$ cat src/hw/rtl/fdm_pkg.sv
package fdm_pkg;

  localparam int unsigned MaxWidthDefault = 1024;
  localparam int unsigned CmpW = 13;
  localparam int unsigned FifoDepth = 2;

  typedef enum logic [1:0] {
    CFG_IMG_WIDTH      = 2'd0,
    CFG_IMG_HEIGHT     = 2'd1,
    CFG_DIFF_THRESHOLD = 2'd2
  } cfg_idx_e;

  typedef struct packed {
    logic [15:0] dx;
    logic [15:0] dy;
    logic [7:0]  vgray;
    logic [11:0] row;
    logic        interior;
  } item_t;

  typedef struct packed {
    logic [16:0] diff_down;
    logic [16:0] diff_up;
    logic [16:0] diff_left;
    logic [16:0] diff_right;
    logic [3:0]  occ_mask;
    logic [11:0] occ_row;
    logic [9:0]  occ_col;
    logic        occ_valid;
    logic [7:0]  vertical_gray;
    logic [7:0]  magnitude_gray;
  } result_t;

  function automatic logic [15:0] abs_diff16(logic [15:0] a, logic [15:0] b);
    logic [16:0] d;
    d = {a[15], a} - {b[15], b};
    abs_diff16 = d[16] ? 16'(-d) : d[15:0];
  endfunction

  function automatic logic [16:0] l1_diff(logic [31:0] p, logic [31:0] q);
    l1_diff = 17'(abs_diff16(p[15:0], q[15:0])) + 17'(abs_diff16(p[31:16], q[31:16]));
  endfunction

endpackage

$ cat src/hw/rtl/fdm_fifo.sv
module fdm_fifo #(
  parameter int unsigned Width = 8
) (
  input  logic             clk_i,
  input  logic             rst_ni,
  input  logic             push_i,
  input  logic [Width-1:0] wdata_i,
  output logic             full_o,
  input  logic             pop_i,
  output logic             empty_o,
  output logic [Width-1:0] rdata_o
);

  logic [Width-1:0] data_q [fdm_pkg::FifoDepth];
  logic             wr_ptr_q, wr_ptr_d, rd_ptr_q, rd_ptr_d;
  logic [1:0]       cnt_q, cnt_d;

  assign full_o  = (cnt_q == 2'(fdm_pkg::FifoDepth));
  assign empty_o = (cnt_q == 2'd0);
  assign rdata_o = data_q[rd_ptr_q];

  always_comb begin
    wr_ptr_d = push_i ? ~wr_ptr_q : wr_ptr_q;
    rd_ptr_d = pop_i ? ~rd_ptr_q : rd_ptr_q;
    cnt_d    = cnt_q + 2'(push_i) - 2'(pop_i);
  end

  always_ff @(posedge clk_i or negedge rst_ni) begin
    if (!rst_ni) begin
      wr_ptr_q <= 1'b0;
      rd_ptr_q <= 1'b0;
      cnt_q    <= 2'd0;
    end else begin
      wr_ptr_q <= wr_ptr_d;
      rd_ptr_q <= rd_ptr_d;
      cnt_q    <= cnt_d;
    end
  end

  always_ff @(posedge clk_i) begin
    if (push_i) begin
      data_q[wr_ptr_q] <= wdata_i;
    end
  end

endmodule

$ cat config.mk
export PLATFORM = sky130hd
export DESIGN_NAME = fdm_fifo
export DESIGN_NICKNAME = d
export VERILOG_FILES = /design/src/hw/rtl/fdm_pkg.sv /design/src/hw/rtl/fdm_fifo.sv
export SDC_FILE = /design/constraint.sdc
export NUM_CORES = 1
export LEC_CHECK = 0
export ABC_CLOCK_PERIOD_IN_PS = 1460
export BUFFER_PORTS_ARGS = -buffer_cell sky130_fd_sc_hd__buf_2
export CAP_MARGIN = 20
export CORE_UTILIZATION = 49
export DETAILED_ROUTE_END_ITERATION = 16
export GPL_ROUTABILITY_DRIVEN = 1
export HOLD_SLACK_MARGIN = 0.02
export PLACE_DENSITY = 0.77
export REMOVE_ABC_BUFFERS = 1
export SYNTH_ARGS = -nofsm -noshare
export SYNTH_HDL_FRONTEND = slang
export SYNTH_SLANG_ARGS = --single-unit
$ cat constraint.sdc
create_clock -name clk_i -period 1.46 [get_ports clk_i]
set_clock_uncertainty 0.05 [all_clocks]
set_input_delay 0.219 -clock clk_i [delete_from_list [all_inputs] [get_ports clk_i]]
set_output_delay 0.219 -clock clk_i [all_outputs]
set_load 0.1 [all_outputs]
Word-level counts from Yosys, hierarchy flattened
Memory sizes are Yosys's and may differ from the RTL's. Cells that the tools add are included.

Memories kept: 1. Input port bits: 12. Register bits: 4. Memory bits (writable): 16.

Multiplexer cells: 2. Reduce and logical (&&, ||, !) cells: 1. Bitwise gates (word level): 2. Equal/unequal tests: 1. Add/sub/neg operators: 2.

Memories: data_q (depth 2, width 8, rd ports 1, clocked after memory_dff 0, write ports 1, line fdm_fifo.sv:14) `logic [Width-1:0] data_q [fdm_pkg::FifoDepth];`.

Operators with widths (number): $add A2 B1 Y2 (1); $eq A2 B2 Y1 const B (1); $logic_not A2 Y1 (1); $mux W1 (2); $not A1 Y1 (2); $sub A2 B1 Y2 (1).

Depth between registers and ports, before layout
Depth after elaboration: 2. Depth in mapped cells: 5. Gate-level depth less buffers: 5.

Least setup slack after synthesis
No wires, ideal clock.

Path kind: reg-to-output. From: reg cnt_q[1]. To: out full_o. Path slack: -0.531 ns. Data arrival time: 1.722 ns. Cell stages (with the launch flop): 2. Path through: dfrtp_1 > nor2b_1.

Word-level cells in the longest chain between the ends: 1.

Ends and longest elaborated chain: start, declared (line fdm_fifo.sv:16) `logic [1:0] cnt_q, cnt_d;`; start signal, assigned (line fdm_fifo.sv:36) `cnt_q <= cnt_d;`; $eq A2 B2 Y1 (line fdm_fifo.sv:18) `assign full_o = (cnt_q == 2'(fdm_pkg::FifoDepth));`; end, declared (line fdm_fifo.sv:8) `output logic full_o,`.

No other way between the ends.

Worst setup path after layout
From: reg rd_ptr_q. To: out rdata_o[2].

Word-level cells in the longest chain between the ends: 1.

Ends and longest elaborated chain: start, declared (line fdm_fifo.sv:15) `logic wr_ptr_q, wr_ptr_d, rd_ptr_q, rd_ptr_d;`; start signal, assigned (line fdm_fifo.sv:35) `rd_ptr_q <= rd_ptr_d;`; $mem_v2 Z2 W8; end, declared (line fdm_fifo.sv:11) `output logic [Width-1:0] rdata_o`.

No other way between the ends.

==> flow_summary.yaml <==
final_layout:
  drive_gt1_frac: 0.5571
  nNetsFinal: 85
  num_antenna_cells: 0
  fin_area_um2: 1157
  area_growth_pct: 43.19
cts:
  path_clk_slew_ns: 0.10
  cts_root_buffer: "clkbuf_4"
  cts_tree: "done"
  clk_latency_ns: 0.29
  clock-sinks: 20
  cts_buffers: 3
  h-tree-depth: 1
  cts.path.max_buffers: 2
setup_path:
  worstPathRequired_ns: 1.19
  path_class: "reg2out"
  critical_path.cell_chain: "buf_6 > mux2_4 > buf_12"
  reg2regPathDepth: 5
  slowest_stage: "dfrtp_2"
  cp_top_family: "flip-flops"
  worst-path-stages: 3
  max_stage_delay_ns: 0.43
  cp-start-kind: "flop"
  worst-path-max-fanout: 5
  rrSetupSlack_ns: 0.20
  cp_num_buf_inv: 2
  arrival_ns: 1.34
  crit_path_end_kind: "output pin"
die:
  fp.dieW_um: 42.62
  die_y_um: 42.62
  core_area_um2: 1524
  ios: 22
  dieArea_um2: 1816
  rows: 14
  start_util: 0.5304
route:
  initialDrtViolationCount: 8
  drc_errors: 0
  wl_per_cell_um: 12.44
  viasPerCell: 4.860
  dr.pass1.iters: 2
  num_vias: 418
  wl_um: 1070
  drtAntennaViolNets: 0
global_route:
  first_global_vias: 440
  antenna_found_initial: 0
  grt_max_degree: 12
  grt_overflow: 0
  grt_pass1_wl_um: 1800
  grt_usage: 0.1410
synthesis:
  ys_types: 11
  synth_most_common_cell: "edfxtp_1"
  synth_ff_type: "edfxtp_1"
  yosysSeqAreaShare: 0.7183
  synth_area_leaders: "edfxtp_1, mux2_4, dfrtp_1"
  async_flop_share: 0.2000
  synth-warning-count: 0
  synth-edff-count: 16
  yosysTopAreaCell: "edfxtp_1"
  synth_top_area_frac: 0.5944
  synth.avg_cell_area_um2: 20.21
  synth_common_cells: "edfxtp_1, mux2_4, dfrtp_1"
  syn_area_um2: 808.3
  ys_seq_elements: 20
  synthCells: 40
timing:
  final_hold_viol_count: 0
  worst_pin_slew_ns: 0.3624
  rsz0062_at_grt: "true"
  maxSlewHeadroom: 0.7584
  fmax_mhz: 621.3
  slew_viol_final: 0
  setup_violations: 8
  min_period_ns: 1.610
  fin_crit_sh: 1.102
  layout_setup_ws_ns: -0.1495
placement:
  dpl_cell_area_um2: 1087
  gp_congestion: 0.6617
  io_buffers: 21
outcome:
  violations: "setup timing"
  outcome: "finished with violations"
job:
  maxCapViolations: 0
worst_hold_path:
  min_path_cells: 1
  hold_path.class: "in2reg"
flip-flops by register name, summed over array words and instances, names as in the netlist:
register	flops
cnt_q	2
data_q	16
rd_ptr_q	1
wr_ptr_q	1
worst paths after layout:
| check | startpoint | to |
|---|---|---|
| worst max-delay path | rd_ptr_q$_DFFE_PN0P_ | rdata_o[2] |
| worst min-delay path | wdata_i[6] | data_q[0][6]$_DFFE_PP_ |
| worst max register to register | cnt_q[0]$_DFF_PN0_ | cnt_q[1]$_DFF_PN0_ |
| worst min register to register | wr_ptr_q$_DFFE_PN0P_ | wr_ptr_q$_DFFE_PN0P_ |
| max in group asynchronous | rst_ni | rd_ptr_q$_DFFE_PN0P_ |
| min in group asynchronous | rst_ni | cnt_q[1]$_DFF_PN0_ |
per-layer routing:
layer,vias up,wire (um),track usage,part of all wire
met5,-,0,0,0
met4,0,0,0.05625,0
met3,0,33,0.03879,0.031
met2,12,657,0.2677,0.61
met1,200,379,0.1420,0.35
li1,206,-,-,-
placed cells by master, fill, tap and decap left out, drive strengths merged, types with 2 or more instances in the layout:
cell type,instances
dfrtp,4
edfxtp,16
nor2b,2
inv,2
buf,26
xor2,2
ha,2
mux2,8
clkbuf,3
stage by stage:
| step | util | worst slack (ns) | std cells | hold slack (ns) | TNS, ns |
|---|---|---|---|---|---|
| global placement | 0.7135 | 0.03090 | 78 | -0.02090 | 0 |
| finish | 0.7594 | -0.1495 | 86 | 0.06034 | -1.155 |
| global route | 0.7594 | -0.1904 | 86 | 0.04568 | -1.448 |
| floorplan | - | -0.5310 | 39 | -0.1266 | -0.9957 |
| detailed placement | 0.7135 | 0.01144 | 78 | -0.01911 | 0 |
| CTS | 0.7578 | -0.1587 | 86 | 0.04992 | -1.210 |
worst register-to-register path, stage by stage (launching register included):
cell	delay, ns
dfrtp_1	0.39
inv_1	0.05
ha_1	0.26
inv_1	0.05
ha_1	0.13
xor3_1	0.21
final cells by class:
cell class	instances	area, um^2
clock buffer	3	22.52
sequential	20	581.8
inverter	2	7.507
multi-input combinational	17	211.5
clock inverter	1	3.754
timing repair buffer	27	310.3
fill	87	366.6
tap	16	20.02
timing repair:
item,4_1_cts,5_1_grt
hold buffers,1,0
resized for setup,4,1
hold endpoints to repair,4,0
endpoints found under the setup margin,8,9
setup buffers,3,0
logic make-up (layout without fill, tap and decap cells):
kind of cell             count (synthesis)  in the layout  share of synthesized area
XOR/XNOR                                 3              3                    0.05108
adder cells (fa/ha/maj)                  2              2                    0.03095
buffers and inverters                    3             33                    0.02322
AND/OR/NAND/NOR                          4              4                    0.02786
flip-flops                              20             20                     0.7183
multiplexers                             8              8                     0.1486
Power is not shown: default switching activity piles up to over one toggle a cycle in this logic, so the estimate is an artifact.
