### config.mk
export PLATFORM = sky130hd
export DESIGN_NAME = fdm_front
export DESIGN_NICKNAME = d
export VERILOG_FILES = /design/src/hw/rtl/fdm_pkg.sv /design/src/hw/rtl/fdm_front.sv
export SDC_FILE = /design/constraint.sdc
export NUM_CORES = 1
export LEC_CHECK = 0
export BUFFER_PORTS_ARGS = -buffer_cell sky130_fd_sc_hd__clkbuf_2
export CORE_MARGIN = 1
export CORE_UTILIZATION = 55
export CTS_BUF_LIST = sky130_fd_sc_hd__clkbuf_4 sky130_fd_sc_hd__clkbuf_8
export DETAILED_ROUTE_END_ITERATION = 12
export GPL_TIMING_DRIVEN = 0
export PLACE_DENSITY = 0.91
export SETUP_SLACK_MARGIN = 0.3
export SLEW_MARGIN = 0
export SYNTH_ARGS = -nofsm -noshare
export SYNTH_HDL_FRONTEND = slang
export SYNTH_SLANG_ARGS = --single-unit
### constraint.sdc
create_clock -name clk_i -period 7 [get_ports clk_i]
set_input_delay 0.35 -clock clk_i [delete_from_list [all_inputs] [get_ports clk_i]]
set_output_delay 0.35 -clock clk_i [all_outputs]
set_load 0.05 [all_outputs]
### src/hw/rtl/fdm_pkg.sv
package fdm_pkg;

  localparam int unsigned MaxWidthDefault = 1024;
  localparam int unsigned CmpW = 13;
  localparam int unsigned FifoDepth = 2;

  typedef enum logic [1:0] {
    CFG_IMG_WIDTH      = 2'd0,
    CFG_IMG_HEIGHT     = 2'd1,
    CFG_DIFF_THRESHOLD = 2'd2
  } cfg_idx_e;

  typedef struct packed {
    logic [15:0] dx;
    logic [15:0] dy;
    logic [7:0]  vgray;
    logic [11:0] row;
    logic        interior;
  } item_t;

  typedef struct packed {
    logic [16:0] diff_down;
    logic [16:0] diff_up;
    logic [16:0] diff_left;
    logic [16:0] diff_right;
    logic [3:0]  occ_mask;
    logic [11:0] occ_row;
    logic [9:0]  occ_col;
    logic        occ_valid;
    logic [7:0]  vertical_gray;
    logic [7:0]  magnitude_gray;
  } result_t;

  function automatic logic [15:0] abs_diff16(logic [15:0] a, logic [15:0] b);
    logic [16:0] d;
    d = {a[15], a} - {b[15], b};
    abs_diff16 = d[16] ? 16'(-d) : d[15:0];
  endfunction

  function automatic logic [16:0] l1_diff(logic [31:0] p, logic [31:0] q);
    l1_diff = 17'(abs_diff16(p[15:0], q[15:0])) + 17'(abs_diff16(p[31:16], q[31:16]));
  endfunction

endpackage

### src/hw/rtl/fdm_front.sv
module fdm_front #(
  parameter int unsigned MaxWidth = fdm_pkg::MaxWidthDefault
) (
  input  logic                        clk_i,
  input  logic                        rst_ni,
  input  logic                        in_valid_i,
  output logic                        in_ready_o,
  input  logic [15:0]                 flow_dx_i,
  input  logic [15:0]                 flow_dy_i,
  input  logic                        frame_start_i,
  input  logic [10:0]                 img_width_i,
  input  logic [11:0]                 img_height_i,
  input  logic                        q_full_i,
  output logic                        q_push_o,
  output fdm_pkg::item_t              q_item_o,
  output logic [$clog2(MaxWidth)-1:0] q_col_o
);

  localparam int unsigned ColW = $clog2(MaxWidth);

  logic [ColW-1:0]          col_q, col_d, c;
  logic [11:0]              row_q, row_d, r;
  logic [fdm_pkg::CmpW-1:0] w_eff, c_next, r_next;
  logic [16:0]              ady;
  logic [15:0]              ady_c;
  logic [21:0]              vprod;

  assign in_ready_o = !q_full_i;
  assign q_push_o   = in_valid_i && !q_full_i;

  always_comb begin
    c = frame_start_i ? '0 : col_q;
    r = frame_start_i ? '0 : row_q;
    w_eff = (fdm_pkg::CmpW'(img_width_i) > fdm_pkg::CmpW'(MaxWidth)) ?
            fdm_pkg::CmpW'(MaxWidth) : fdm_pkg::CmpW'(img_width_i);
    c_next = fdm_pkg::CmpW'(c) + 1'b1;
    r_next = fdm_pkg::CmpW'(r) + 1'b1;
    if (c_next >= w_eff) begin
      col_d = '0;
      row_d = (r_next >= fdm_pkg::CmpW'(img_height_i)) ? 12'd0 : r_next[11:0];
    end else begin
      col_d = ColW'(c_next);
      row_d = r;
    end
    ady   = flow_dy_i[15] ? 17'(-{1'b1, flow_dy_i}) : {1'b0, flow_dy_i};
    ady_c = (ady > 17'd1536) ? 16'd1536 : ady[15:0];
    vprod = {1'b0, ady_c, 5'd0} + {3'd0, ady_c, 3'd0};
    q_item_o.dx       = flow_dx_i;
    q_item_o.dy       = flow_dy_i;
    q_item_o.vgray    = vprod[15:8];
    q_item_o.row      = r;
    q_item_o.interior = (r >= 12'd2) && (r < img_height_i) && (c >= ColW'(2)) &&
                        (fdm_pkg::CmpW'(c) < w_eff);
    q_col_o = c;
  end

  always_ff @(posedge clk_i or negedge rst_ni) begin
    if (!rst_ni) begin
      col_q <= '0;
      row_q <= 12'd0;
    end else if (q_push_o) begin
      col_q <= col_d;
      row_q <= row_d;
    end
  end

endmodule

Yosys cells after proc, flatten, opt, wreduce, memory -nomap -nowiden
Cells that the tools add are included.
- register bits after elaboration: 22
- input port bits: 60
- output and inout bits: 65
- logic and storage cells: 27
- $add $sub $neg: 4
- order comparisons: 8
- mux-type cells: 8
- reduce and logical (&&, ||, !) cells: 5
- operators with widths (operator ; number):
    $mux 12 ; 3
    $mux 10 ; 2
    $gt 17x11->1 const B ; 1
    $mux 17 ; 1
    $neg 17->17 ; 1
    $add 16x16->16 ; 1
    $add 12x1->13 const B ; 1
    $ge 13x12->1 ; 1
    $mux 13 ; 1
    $ge 12x2->1 const B ; 1
    $lt 12x12->1 ; 1
    $add 10x1->11 const B ; 1
    $ge 11x11->1 ; 1
    $gt 11x11->1 const B ; 1
    $lt 10x11->1 ; 1
    $mux 11 ; 1
    $ge 10x2->1 const B ; 1
    $logic_and 1x1->1 ; 4
    $logic_not 1->1 ; 1

Depth between registers and ports, before layout
- depth in word-level cells: 5
- gate-level depth with buffers: 19
- gate-level depth less buffers: 18

Least setup slack after synthesis
Ideal clock, no wire load.
- kind: in2reg
- start: input port frame_start_i
- end: register row_q[6]
- setup time: 78 ps
- arrival: 5035 ps
- required time: 6922 ps
- setup slack: 1887 ps
- stages on the path: 19
- path buffers: 2
- cells stage by stage: clkbuf_1 > clkbuf_1 > nor2b_1 > ha_1 > nand4_1 > nor3b_1 > nand3_1 > or2_2 > xnor2_1 > ha_1 > a21o_1 > a21o_1 > nor3_1 > a31o_2 > o21a_1 > nand2_1 > nor2_1 > a21oi_1 > a21oi_1
- RTL lines (item ; line ; text):
    from (decl) ; fdm_front.sv:10 ; input logic frame_start_i,
    to (signal assigned) ; fdm_front.sv:63 ; row_q <= row_d;
    to (decl) ; fdm_front.sv:22 ; logic [11:0] row_q, row_d, r;

Final worst setup path
- start: input port frame_start_i
- end: register row_q[5]
- longest elaborated chain between the ends: 5
- elaborated cells between the ends (all ways): 8
- classes of those cells: 2 x add/sub; 2 x order compare; 4 x mux
- ends and longest elaborated chain (item ; line ; text):
    $mux 12 ; fdm_front.sv:33 ; r = frame_start_i ? '0 : row_q;
    $add 12x1->13 ; fdm_front.sv:37 ; r_next = fdm_pkg::CmpW'(r) + 1'b1;
    $ge 13x12->1 ; fdm_front.sv:40 ; row_d = (r_next >= fdm_pkg::CmpW'(img_height_i)) ? 12'd0 : r_next[11:0];
    $mux 12 ; fdm_front.sv:40 ;
    $mux 12 * ; fdm_front.sv:38 ; if (c_next >= w_eff) begin
Every way passes the cells marked *; elsewhere a longest branch is shown, timed or not.
A chain may end at the register's enable or synchronous reset.

==> reports/metrics.cfg <==
[hold_path]
holdCritPathClass = input pin to async pin

[detailed_routing]
drtPass1Iterations = 5
vias = 4063
routed_wl_um = 10010
drc = 0
drt_iter0_drc = 137
ant_nets = 0
wire_per_inst_um = 14.22
via_per_inst = 5.771

[sta]
hold_violations = 0
max_clock_freq_mhz = 187.5
timing.final.crit_share_pct = 76.19
rsz0062_at_grt = no
finalCriticalPeriod_ns = 5.333
worst_pin_slew_ns = 0.7782
slew_headroom_pct = 47.57
setup_violations = 0
finClkSkew_ns = 0.004078
drv_slew = 0
setup_tns_ns = 0
whs_ns = 0.05718

[layout]
final_cell_count_no_fill = 704
layout.nets = 724
fillers = 590
ff_latch_area_um2 = 550.5
multi_input_area_mm2 = 0.002868
syn2layout_area_growth_pct = 17.84
drive_gt1_share_pct = 26.15
antennaDiodeCount = 0
fin_util_pct = 66.80

[setup_path]
cp-end-kind = flop
r2r_end = row_q[5]
crit_arrival_ns = 5.52
critical_path_required_ns = 7.19
r2r_cells = 17
path_max_fanout = 10
cp-start-kind = input pin
cp-startpoint = frame_start_i
criticalPathCategory = input pin to flop
rrSetupSlack_ns = 2.16
critPathCapture = row_q[5]
reg2reg_from = row_q[1]

[global_route]
grt_max_degree = 23
grt_pass1_wl_um = 16500
grt_use_total_pct = 27.27
antenna_found_initial = 0
grt_overflow = 0
grt_pass1_vias = 3798

[clock_network]
cts_tree = done
cts_setup_buffers = 0
clkLatencyLatePin_ns = 0.26
cts_hold_buf = 0
htreeDepth = 1
clk_pin_slew_ns = 0.07
cts_buffers = 3
clock-sinks = 22
cts-resized-gates = 0
cts_root_buf = clkbuf_8
cts_max_path_buffers = 2

[status]
status = complete, no violations

[synthesis]
yosysTopAreaCell = ha_1
async_reset_ff_share_pct = 100.0
ys_ff_latch = 22
synth_flop_cell = dfrtp_1
synth.distinct_cells = 72
synth_edf_count = 0
netlist_area_mm2 = 0.003851
synth_commonest_cells = ha_1, nand2_1, buf_4
synth.avg_cell_area_um2 = 7.702
yosysWarnings = 0
syn-instance-count = 500
yosysSeqAreaShare_pct = 14.29
syn_nets = 614
yosysTopAreaCellShare_pct = 17.54
synthTopCellsByArea = ha_1, dfrtp_1, buf_4

[floorplanning]
die_w_um = 85.68
die_h_um = 85.68
coreArea_mm2 = 0.006794
start_util_pct = 56.69
row_count = 30
pin_count = 125
die-area_mm2 = 0.007341

[pwr]
p_per_area_mw_per_mm2 = 96.52
p_leak_nw = 2.389
peakVddDrop_v = 0.0001585
total_power_mw = 0.4380

[place]
gp_congestion = 0.8973
dp_hpwl_um = 8189
portBuffers = 105
dpl.cell_count = 701

[job]
cap_violations = 0

power by group:
part	internal (mW)	switching [mW]	total (mW)
combinational	0.0796	0.147	0.227
clock	0.0384	0.0383	0.0766
sequential	0.131	0.00393	0.135
logic make-up after synthesis:
kind of cell	count (synthesis)	synth area share, %
AND/OR/NAND/NOR	183	25.24
multiplexers	4	1.202
other	1	0.09737
AO/OA/AOI/OAI	122	21.54
adder cells (fa/ha/maj)	54	17.54
flip-flops	22	14.30
buffers and inverters	76	11.24
XOR/XNOR	38	8.837
placed cells by master (no fill, tap or decap), types with 14 or more instances in the layout:
master	synthesis	routed
nor2_1	27	27
ha_1	54	54
xor2_1	20	20
a21oi_1	27	27
nor2b_1	25	25
inv_1	24	24
xnor2_1	17	17
clkbuf_2	0	105
dfrtp_1	22	22
nand2_1	54	54
o21ai_0	29	29
buf_4	33	33
nand3_1	14	14
stage by stage:
step / setup WS [ns] / area (µm²)
floorplan: 1.887 / 3851
global placement: 1.601 / 4497
detailed placement: 1.510 / 4497
CTS: 1.767 / 4538
global route: 1.234 / 4538
finish: 1.667 / 4538
registers in the layout (all words and copies together), names as in the netlist:
name and cells:
row_q 12, col_q 10
area by class of cell:
class | instances | area share [%]
inverters | 24 | 1.985
flip-flops and latches | 22 | 12.13
multi-input cells | 402 | 63.19
plain buffers | 52 | 7.554
clock buffers | 3 | 0.9098
repair buffers | 105 | 11.58
well taps | 96 | 2.647
worst min-delay path by stage:
stage | start | end | slack, ns | cells after the start
after floorplan | rst_ni | col_q[0] | 0.05 | 0
after global placement | rst_ni | col_q[0] | 0.35 | 1
after detailed placement | rst_ni | col_q[0] | 0.36 | 1
after CTS | rst_ni | col_q[0] | 0.07 | 1
after global routing | rst_ni | col_q[1] | 0.09 | 1
final | rst_ni | col_q[0] | 0.06 | 1
worst max-delay path: stages:
cell and delay (ns):
clkbuf_2 0.17, clkbuf_1 0.28, clkbuf_1 0.32, nor2b_1 0.40
ha_1 0.37, nand4_1 0.14, nor3b_1 0.48, nand3_1 0.27
or2_2 0.40, xnor2_1 0.14, ha_1 0.31, a21o_1 0.16
a21o_1 0.19, nor3_1 0.17, a31o_2 0.24, o21a_1 0.23
nand2_1 0.10, nor2_1 0.53, a21oi_1 0.15, a21oi_1 0.14
metal layers:
metal,wire length [µm],GRT usage (%),vias to the layer above
li1,-,-,1967
met1,4006,31.85,1876
met2,5080,51.05,191
met3,640,2.502,29
met4,283,10.91,0
met5,0,0,-
(Power assumes the default switching activity.)
